## src/hw/rtl/bba_pkg.sv

```systemverilog
// ---------------------------------------------------------------------------
// Bitmap block allocator package
// Shared widths, reset values and result codes.
// ---------------------------------------------------------------------------
package bba_pkg;

   localparam int NUM_BLOCKS_DEFAULT = 1024;
   localparam int BLOCK_COUNT_RESET  = 1024;

   localparam int WORD_BITS = 32;   // blocks per bitmap word
   localparam int IDX_W     = 10;   // block_index / granted_block
   localparam int CNT_W     = 11;   // block_count and the two totals
   localparam int STATUS_W  = 2;

   typedef enum logic [STATUS_W-1:0] {
      ST_OK           = 2'd0,
      ST_NO_FREE      = 2'd1,
      ST_OUT_OF_RANGE = 2'd2,
      ST_ALREADY_FREE = 2'd3
   } status_type;

   typedef enum logic {
      ACT_ALLOC = 1'b0,
      ACT_FREE  = 1'b1
   } action_type;

endpackage

```

## src/hw/rtl/bba_ram.sv

```systemverilog
// ---------------------------------------------------------------------------
// Generic single-port-write RAM
// One write port, one read port, read data registered.
// ---------------------------------------------------------------------------
module bba_ram #(
   parameter int WIDTH = 32,
   parameter int DEPTH = 32
) (
   input  logic                                          clock,
   input  logic                                          rd_en,
   input  logic [((DEPTH > 1) ? $clog2(DEPTH) : 1)-1:0]  rd_addr,
   output logic [WIDTH-1:0]                              rd_data,
   input  logic                                          wr_en,
   input  logic [((DEPTH > 1) ? $clog2(DEPTH) : 1)-1:0]  wr_addr,
   input  logic [WIDTH-1:0]                              wr_data
);

   logic [WIDTH-1:0] mem_ff [DEPTH];
   logic [WIDTH-1:0] rd_data_ff;

   always_ff @(posedge clock) begin
      if (wr_en) begin
         mem_ff[wr_addr] <= wr_data;
      end
      if (rd_en) begin
         rd_data_ff <= mem_ff[rd_addr];
      end
   end

   assign rd_data = rd_data_ff;

endmodule

```

## src/hw/rtl/bitmap_block_allocator.sv

```systemverilog
// ---------------------------------------------------------------------------
// Bitmap block allocator
// First-fit allocator over a used/free bitmap held in a RAM of 32-bit words.
// ---------------------------------------------------------------------------
// One request is handled at a time. An allocate reads the bitmap one word
// per cycle from word 0 and stops at the first word with a free managed
// block; the single RAM read port sets that pace. A free reads only the
// word that holds its block, and a request that fails on the counters or
// on the index range goes to its result without reading the bitmap. The
// result sits in an output register, so a new request is taken while it
// waits. There is no clearing pass: after reset or a block_count write a
// fill mark restarts at zero and words at or above it read as all free, so
// requests are taken right away.
// ---------------------------------------------------------------------------
module bitmap_block_allocator #(
   parameter int NUM_BLOCKS = bba_pkg::NUM_BLOCKS_DEFAULT
) (
   input  logic        clock,
   input  logic        reset,

   input  logic        req_tvalid,
   output logic        req_tready,
   input  logic [15:0] req_tdata,    // [9:0] block_index, [15:10] zero
   input  logic        req_tuser,    // [0] action

   output logic        rsp_tvalid,
   input  logic        rsp_tready,
   output logic [31:0] rsp_tdata,    // [9:0] granted_block, [20:10] free_total,
                                     // [31:21] used_total
   output logic [1:0]  rsp_tuser,    // [1:0] status

   input  logic        csr_valid,
   output logic        csr_ready,
   input  logic [10:0] csr_data      // block_count
);

   localparam int MAP_WORDS = (NUM_BLOCKS + bba_pkg::WORD_BITS - 1) / bba_pkg::WORD_BITS;
   localparam int AW        = (MAP_WORDS > 1) ? $clog2(MAP_WORDS) : 1;
   localparam int HW_W      = $clog2(MAP_WORDS + 1);
   localparam int RstLimit  = (bba_pkg::BLOCK_COUNT_RESET > NUM_BLOCKS) ?
                              NUM_BLOCKS : bba_pkg::BLOCK_COUNT_RESET;
   localparam logic [31:0] NumBlocks32 = 32'(NUM_BLOCKS);
   localparam int CW = bba_pkg::CNT_W;
   localparam int IW = bba_pkg::IDX_W;
   localparam int WB = bba_pkg::WORD_BITS;

   typedef enum logic [3:0] {
      S_IDLE  = 4'b0001,
      S_START = 4'b0010,
      S_EVAL  = 4'b0100,
      S_DONE  = 4'b1000
   } state_type;

   state_type state_ff, state_in;

   logic                     action_ff, action_in;
   logic [IW-1:0]            blk_ff, blk_in;
   logic [AW-1:0]            word_ff, word_in;
   logic [HW_W-1:0]          hw_ff, hw_in;
   logic [CW-1:0]            limit_ff, limit_in;
   logic [CW-1:0]            free_ff, free_in;
   logic [CW-1:0]            used_ff, used_in;
   bba_pkg::status_type      res_status_ff, res_status_in;
   logic [IW-1:0]            res_grant_ff, res_grant_in;

   logic                     rsp_valid_ff, rsp_valid_in;
   logic [1:0]               rsp_status_ff, rsp_status_in;
   logic [IW-1:0]            rsp_grant_ff, rsp_grant_in;
   logic [CW-1:0]            rsp_free_ff, rsp_free_in;
   logic [CW-1:0]            rsp_used_ff, rsp_used_in;

   // RAM side
   logic                     rd_en;
   logic [AW-1:0]            rd_addr;
   logic [WB-1:0]            ram_q;
   logic                     wr_en;
   logic [WB-1:0]            wr_data;

   // word evaluation
   logic [WB-1:0]            cur_word;
   logic [31:0]              base32;
   logic [31:0]              rem32;
   logic [WB-1:0]            valid_mask;
   logic [WB-1:0]            avail;
   logic [4:0]               hit_pos;
   logic                     more_words;
   logic                     alloc_hit;
   logic [31:0]              grant32;
   logic [31:0]              blk_word32;
   logic [4:0]               blk_bit;
   logic                     req_beat;
   logic                     csr_beat;

   assign req_beat = req_tvalid && req_tready;
   assign csr_beat = csr_valid && csr_ready;

   assign req_tready = (state_ff == S_IDLE);
   assign csr_ready  = 1'b1;

   bba_ram #(
      .WIDTH (WB),
      .DEPTH (MAP_WORDS)
   ) u_map (
      .clock   (clock),
      .rd_en   (rd_en),
      .rd_addr (rd_addr),
      .rd_data (ram_q),
      .wr_en   (wr_en),
      .wr_addr (word_ff),
      .wr_data (wr_data)
   );

   // words at or above the fill mark were never written since the last clear
   assign cur_word = (32'(word_ff) < 32'(hw_ff)) ? ram_q : '0;

   assign base32     = 32'(word_ff) << 5;
   assign rem32      = 32'(limit_ff) - base32;
   assign valid_mask = (rem32 >= 32'(WB)) ? '1 : ((32'd1 << rem32[4:0]) - 32'd1);
   assign avail      = ~cur_word & valid_mask;
   assign more_words = (base32 + 32'(WB)) < 32'(limit_ff);
   assign alloc_hit  = (state_ff == S_EVAL) && (action_ff == bba_pkg::ACT_ALLOC) &&
                       (avail != '0);
   assign grant32    = base32 | 32'(hit_pos);
   assign blk_word32 = 32'(blk_ff) >> 5;
   assign blk_bit    = blk_ff[4:0];

   // lowest free bit
   always_comb begin
      hit_pos = '0;
      for (int b = WB - 1; b >= 0; b--) begin
         if (avail[b]) begin
            hit_pos = 5'(b);
         end
      end
   end

   always_comb begin
      state_in      = state_ff;
      action_in     = action_ff;
      blk_in        = blk_ff;
      word_in       = word_ff;
      hw_in         = hw_ff;
      limit_in      = limit_ff;
      free_in       = free_ff;
      used_in       = used_ff;
      res_status_in = res_status_ff;
      res_grant_in  = res_grant_ff;
      rsp_valid_in  = rsp_valid_ff;
      rsp_status_in = rsp_status_ff;
      rsp_grant_in  = rsp_grant_ff;
      rsp_free_in   = rsp_free_ff;
      rsp_used_in   = rsp_used_ff;
      rd_en         = 1'b0;
      rd_addr       = word_ff;
      wr_en         = 1'b0;
      wr_data       = cur_word;

      if (rsp_valid_ff && rsp_tready) begin
         rsp_valid_in = 1'b0;
      end

      unique case (state_ff)
         S_IDLE: begin
            if (req_beat) begin
               action_in = req_tuser;
               blk_in    = req_tdata[IW-1:0];
               state_in  = S_START;
            end
         end
         S_START: begin
            res_grant_in = '0;
            if (action_ff == bba_pkg::ACT_ALLOC) begin
               if (free_ff == '0) begin
                  res_status_in = bba_pkg::ST_NO_FREE;
                  state_in      = S_DONE;
               end else begin
                  rd_en    = 1'b1;
                  rd_addr  = '0;
                  word_in  = '0;
                  state_in = S_EVAL;
               end
            end else begin
               if (32'(blk_ff) >= 32'(limit_ff)) begin
                  res_status_in = bba_pkg::ST_OUT_OF_RANGE;
                  state_in      = S_DONE;
               end else begin
                  rd_en    = 1'b1;
                  rd_addr  = blk_word32[AW-1:0];
                  word_in  = blk_word32[AW-1:0];
                  state_in = S_EVAL;
               end
            end
         end
         S_EVAL: begin
            if (action_ff == bba_pkg::ACT_ALLOC) begin
               if (avail != '0) begin
                  wr_en         = 1'b1;
                  wr_data       = cur_word | (WB'(1) << hit_pos);
                  free_in       = free_ff - CW'(1);
                  used_in       = used_ff + CW'(1);
                  res_grant_in  = grant32[IW-1:0];
                  res_status_in = bba_pkg::ST_OK;
                  state_in      = S_DONE;
               end else if (more_words) begin
                  rd_en   = 1'b1;
                  rd_addr = word_ff + AW'(1);
                  word_in = word_ff + AW'(1);
               end else begin
                  res_status_in = bba_pkg::ST_NO_FREE;
                  state_in      = S_DONE;
               end
            end else begin
               if (!cur_word[blk_bit]) begin
                  res_status_in = bba_pkg::ST_ALREADY_FREE;
               end else begin
                  wr_en         = 1'b1;
                  wr_data       = cur_word & ~(WB'(1) << blk_bit);
                  free_in       = free_ff + CW'(1);
                  if (used_ff != '0) begin
                     used_in = used_ff - CW'(1);
                  end
                  res_status_in = bba_pkg::ST_OK;
               end
               state_in = S_DONE;
            end
            // allocation fills the map as a prefix of words
            if (wr_en && (32'(word_ff) == 32'(hw_ff))) begin
               hw_in = hw_ff + HW_W'(1);
            end
         end
         S_DONE: begin
            if (!rsp_valid_ff || rsp_tready) begin
               rsp_valid_in  = 1'b1;
               rsp_status_in = res_status_ff;
               rsp_grant_in  = res_grant_ff;
               rsp_free_in   = free_ff;
               rsp_used_in   = used_ff;
               state_in      = S_IDLE;
            end
         end
         default: begin
            state_in = S_IDLE;
         end
      endcase

      // block_count write re-initializes the pool
      if (csr_beat) begin
         limit_in = (32'(csr_data) > NumBlocks32) ? NumBlocks32[CW-1:0] : csr_data;
         free_in  = limit_in;
         used_in  = '0;
         hw_in    = '0;
      end
   end

   always_ff @(posedge clock) begin
      if (reset) begin
         state_ff     <= S_IDLE;
         hw_ff        <= '0;
         limit_ff     <= CW'(RstLimit);
         free_ff      <= CW'(RstLimit);
         used_ff      <= '0;
         rsp_valid_ff <= 1'b0;
      end else begin
         state_ff     <= state_in;
         hw_ff        <= hw_in;
         limit_ff     <= limit_in;
         free_ff      <= free_in;
         used_ff      <= used_in;
         rsp_valid_ff <= rsp_valid_in;
      end
   end

   always_ff @(posedge clock) begin
      action_ff     <= action_in;
      blk_ff        <= blk_in;
      word_ff       <= word_in;
      res_status_ff <= res_status_in;
      res_grant_ff  <= res_grant_in;
      rsp_status_ff <= rsp_status_in;
      rsp_grant_ff  <= rsp_grant_in;
      rsp_free_ff   <= rsp_free_in;
      rsp_used_ff   <= rsp_used_in;
   end

   assign rsp_tvalid = rsp_valid_ff;
   assign rsp_tuser  = rsp_status_ff;
   assign rsp_tdata  = {rsp_used_ff, rsp_free_ff, rsp_grant_ff};

   // free and used always account for the whole managed pool
   a_pool_balance: assert property (@(posedge clock) disable iff (reset)
      (12'(free_ff) + 12'(used_ff)) == 12'(limit_ff))
      else $error("free/used counters out of balance");

   a_grant_zero_on_fail: assert property (@(posedge clock) disable iff (reset)
      (rsp_tvalid && (rsp_tuser != bba_pkg::ST_OK)) |-> (rsp_tdata[IW-1:0] == '0))
      else $error("granted block nonzero on failed request");

   a_alloc_counts: assert property (@(posedge clock) disable iff (reset)
      (alloc_hit && !csr_beat) |=> (used_ff == $past(used_ff) + CW'(1)))
      else $error("used count did not advance on a grant");

endmodule
```

## config.mk

```make
export PLATFORM = sky130hd
export DESIGN_NAME = bitmap_block_allocator
export DESIGN_NICKNAME = d
export VERILOG_FILES = /design/src/hw/rtl/bba_pkg.sv /design/src/hw/rtl/bba_ram.sv /design/src/hw/rtl/bitmap_block_allocator.sv
export SDC_FILE = /design/constraint.sdc
export NUM_CORES = 2
export LEC_CHECK = 0
export BUFFER_PORTS_ARGS = -buffer_cell sky130_fd_sc_hd__buf_2
export CAP_MARGIN = 20
export CORE_MARGIN = 2
export CORE_UTILIZATION = 54
export DETAILED_ROUTE_END_ITERATION = 10
export PLACE_DENSITY_LB_ADDON = 0.15
export SLEW_MARGIN = 20
export SYNTH_ARGS = -nofsm -noshare
export SYNTH_HDL_FRONTEND = slang
export SYNTH_SLANG_ARGS = --single-unit
```

## constraint.sdc

```tcl
create_clock -name clock -period 7.8 [get_ports clock]
set_input_delay 0.78 -clock clock [delete_from_list [all_inputs] [get_ports clock]]
set_output_delay 0.78 -clock clock [all_outputs]
set_load 0.01 [all_outputs]
```

==> impl_metrics.ini <==
[status]
outcome = completed

[grt]
grt_use_met3_pct = 5.18
grt.total_usage_pct = 30.2
grt_use_met2_pct = 47.2
globalRouteMet1Util_pct = 42.7
grt_pass1_wl_um = 210000
grt-ovfl-total = 0
busiest_layer = met2
grt_max_degree = 157
first_global_vias = 31445
antenna_found_initial = 4

[die]
num_rows = 111
die-area_mm2 = 0.0944
ios = 70
coreArea_mm2 = 0.0914
die_h_um = 307
die_w_um = 307
start_util_pct = 54.4

[placement]
port_buffers = 62
dp_hpwl_um = 87000
routabilityCongestion = 0.965
place_inst = 4957

[pwr]
clkPwrFrac_pct = 32.4
p_leak_nw = 18.9
switching_power_mw = 5.23
p_int_mw = 11.5
power_mw = 16.7
swShare_pct = 31.3
power.density_mw_per_mm2 = 300
p_seq_share_pct = 44.3
ir_drop_mv = 0.217
combPwrFrac_pct = 23.3

[clock_network]
ctsHtreeMaxLevel = 3
post-cts-setup-buffers = 0
cts_hold_buf = 0
clk_pin_slew_ns = 0.06
clock-root-buffer = clkbuf_16
cts_buffers = 116
ctsResizeCount = 0
cts_tree = done
clockBufferDepth = 3
clock_latency_ns = 0.72
cts.sinks = 1162

[synthesis]
synth_cells = 3832
synth_fa_ha_area_share_pct = 1.38
synth_most_common_cell = edfxtp_1
synth_area_per_cell_um2 = 13.0
yosys.area_share.simple_pct = 14.4
yosysTopAreaCellShare_pct = 67.3
synth_edf_count = 1113
ys_types = 99
synth_top_family_by_area = simple AND/OR/NAND/NOR gates
synth_xor_area_share_pct = 0.476
async_reset_ff_share_pct = 0
ys.flop_type = edfxtp_1
synth_nets = 3918
muxShareOfSynthArea_pct = 1.36
ys_warn_count = 0
synth_compound_area_share_pct = 10.4
netlist_area_mm2 = 0.0497
yosysTopAreaCell = edfxtp_1
ys_seq_area_share_pct = 69.2
yosys-top-cells-area = edfxtp_1 (67%), nand2_1 (5.6%), nand3_1 (2.7%)
synth_top_cells_by_count = edfxtp_1 (1113), nand2_1 (744), nand3_1 (270)
ys_ff_latch = 1162

[routing]
firstDrtPassIters = 6
wl_um = 143000
wire_per_inst_um = 27.7
drc_errors = 0
drt_iter0_drc = 4489
antenna_left = 0
via_count = 33389
vias_per_cell = 6.46

[setup_path]
worst-setup-path-type = flop to flop
arrival_ns = 7.29
critPathLaunchType = flop
worstPathRequired_ns = 8.15
worstPathMaxFanout = 26
worstSetupEndpointType = flop
crit_slowest_cell = nor2_4
crit_chain = nor3_2 -> nand3_1 -> ha_1 -> inv_1 -> nor3_1 -> nor2b_1 -> nand3_1 -> o2bb2a_1 -> and3_1 -> nand3_2 -> nor3_1 -> a211oi_2 -> nand2_1 -> nor2_4 -> buf_4
critPathMaxStageDelay_ns = 0.95

[timing]
setup_violations = 0
timing.final.max_slew_violations = 0
timing.fmax_mhz = 144
worst_pin_slew_ns = 1.11
setup_tns_ns = 0
final.setup_skew_ns = 0.0356
rsz0062_at_grt = no
finalCriticalPeriod_ns = 6.94
final_hold_viol_count = 0
fin_crit_sh_pct = 89.0
relSlewSlack_pct = 26.1

[final_layout]
n_fill_cell = 6992
nets = 3976
fin_cells = 5172
multi_input_comb_area_mm2 = 0.0144
diodes = 0
syn_to_final_growth_pct = 12.2
drive_gt1_share_pct = 14.5
regArea_mm2 = 0.0344

[hold_path]
min_path_type = input pin to flop

[flow_run]
cap_violations = 0
placed cells by master (no fill, tap or decap), types with 13 or more instances in the layout:
cell type  instances
o21ai_2           15
clkinv_2          15
o221ai_1          34
nand4_1           71
dfxtp_1           48
xnor2_1           22
nor3_1            32
buf_4            122
ha_1              50
nor4_2            30
nand3_2           23
buf_2             62
nor2_4            34
o22a_1            32
nor2_1            96
a21oi_1          198
nor2b_1           13
clkbuf_1          23
clkinv_1          32
nand2_1          741
clkbuf_16        119
edfxtp_1        1113
and3_1            77
inv_1             49
a22oi_1           71
nand3_1          268
a221oi_1          64
a21o_1            14
buf_12            13
o21ai_0           82
mux2i_1           43
o221a_2           30
a31oi_1           13
o21bai_1          14
o21ai_1           29
o22ai_1           44
nor4_1            17
cell type report:
| type | instances | area share [%] |
|---|---|---|
| sequential | 1162 | 61.7 |
| multi-input combinational | 2358 | 25.9 |
| clock buffer | 144 | 5.55 |
| timing repair buffer | 198 | 2.69 |
| tap | 1186 | 2.66 |
| clock inverter | 70 | 1.11 |
| inverter | 54 | 0.386 |
metal layers:
layer	vias to the layer above	wire length (µm)	share of wire (%)
met5	-	13	0.0091
met4	2	5780	4.0
met3	322	13300	9.3
met2	1767	65500	46
met1	16563	58400	41
li1	14735	-	-
path summary, 6_finish.rpt:
kind	from	endpoint	slack (ns)	depth (start not counted)
setup / recovery	limit_ff[2]	u_map.mem_ff[13][22]	0.86	15
hold / removal	req_tdata[2]	blk_ff[2]	0.26	1
hold reg to reg	res_grant_ff[2]	rsp_grant_ff[2]	0.42	0
setup reg to reg	limit_ff[2]	u_map.mem_ff[13][22]	0.86	15
power by group through the flow:
stage	clock, mW	combinational (mW)	sequential (mW)
floorplan	0	2.48	7.52
global placement	0	3.82	7.53
detailed placement	0	3.85	7.53
CTS	5.48	3.86	7.40
global route	5.71	4.20	7.40
finish	5.42	3.90	7.40
cell families after synthesis:
kind of cell,count (synthesis)
simple gates,1476
flops,1162
compound gates,746
buf+inv,312
mux,55
fa+ha+maj,53
xor+xnor,27
other cells,1
per-stage QoR:
| stage | cell area (µm²) | utilization (%) | hold WS [ns] | setup WS (ns) |
|---|---|---|---|---|
| 2_1_floorplan | 49700 | - | 0.400 | 2.17 |
| 5_1_grt | 55800 | 61.0 | 0.238 | 0.572 |
| 3_3_place_gp | 52000 | 56.9 | 0.402 | 1.02 |
| 3_5_place_dp | 52000 | 56.9 | 0.405 | 1.01 |
| 6_report | 55800 | 61.0 | 0.256 | 0.858 |
| 4_1_cts | 55700 | 61.0 | 0.227 | 0.983 |
critical path, delay by kind of cell (launching register included):
| family | cells | cell delay, ns |
|---|---|---|
| AO/OA/AOI/OAI | 2 | 0.83 |
| flip-flops | 1 | 0.84 |
| buffers and inverters | 2 | 0.75 |
| AND/OR/NAND/NOR | 10 | 3.43 |
| adder cells (fa/ha/maj) | 1 | 0.71 |
state kept, by name, summed over array words and instances (netlist names):
signal         count
action_ff          1
rsp_used_ff       11
res_grant_ff      10
hw_ff              6
rsp_tuser          2
u_map.rd_data     32
rsp_grant_ff      10
res_status_ff      2
word_ff            5
state_ff           4
blk_ff            10
limit_ff          11
free_ff           11
rsp_tvalid         1
u_map.mem_ff    1024
used_ff           11
rsp_free_ff       11
Power figures use the tool's default switching activity.
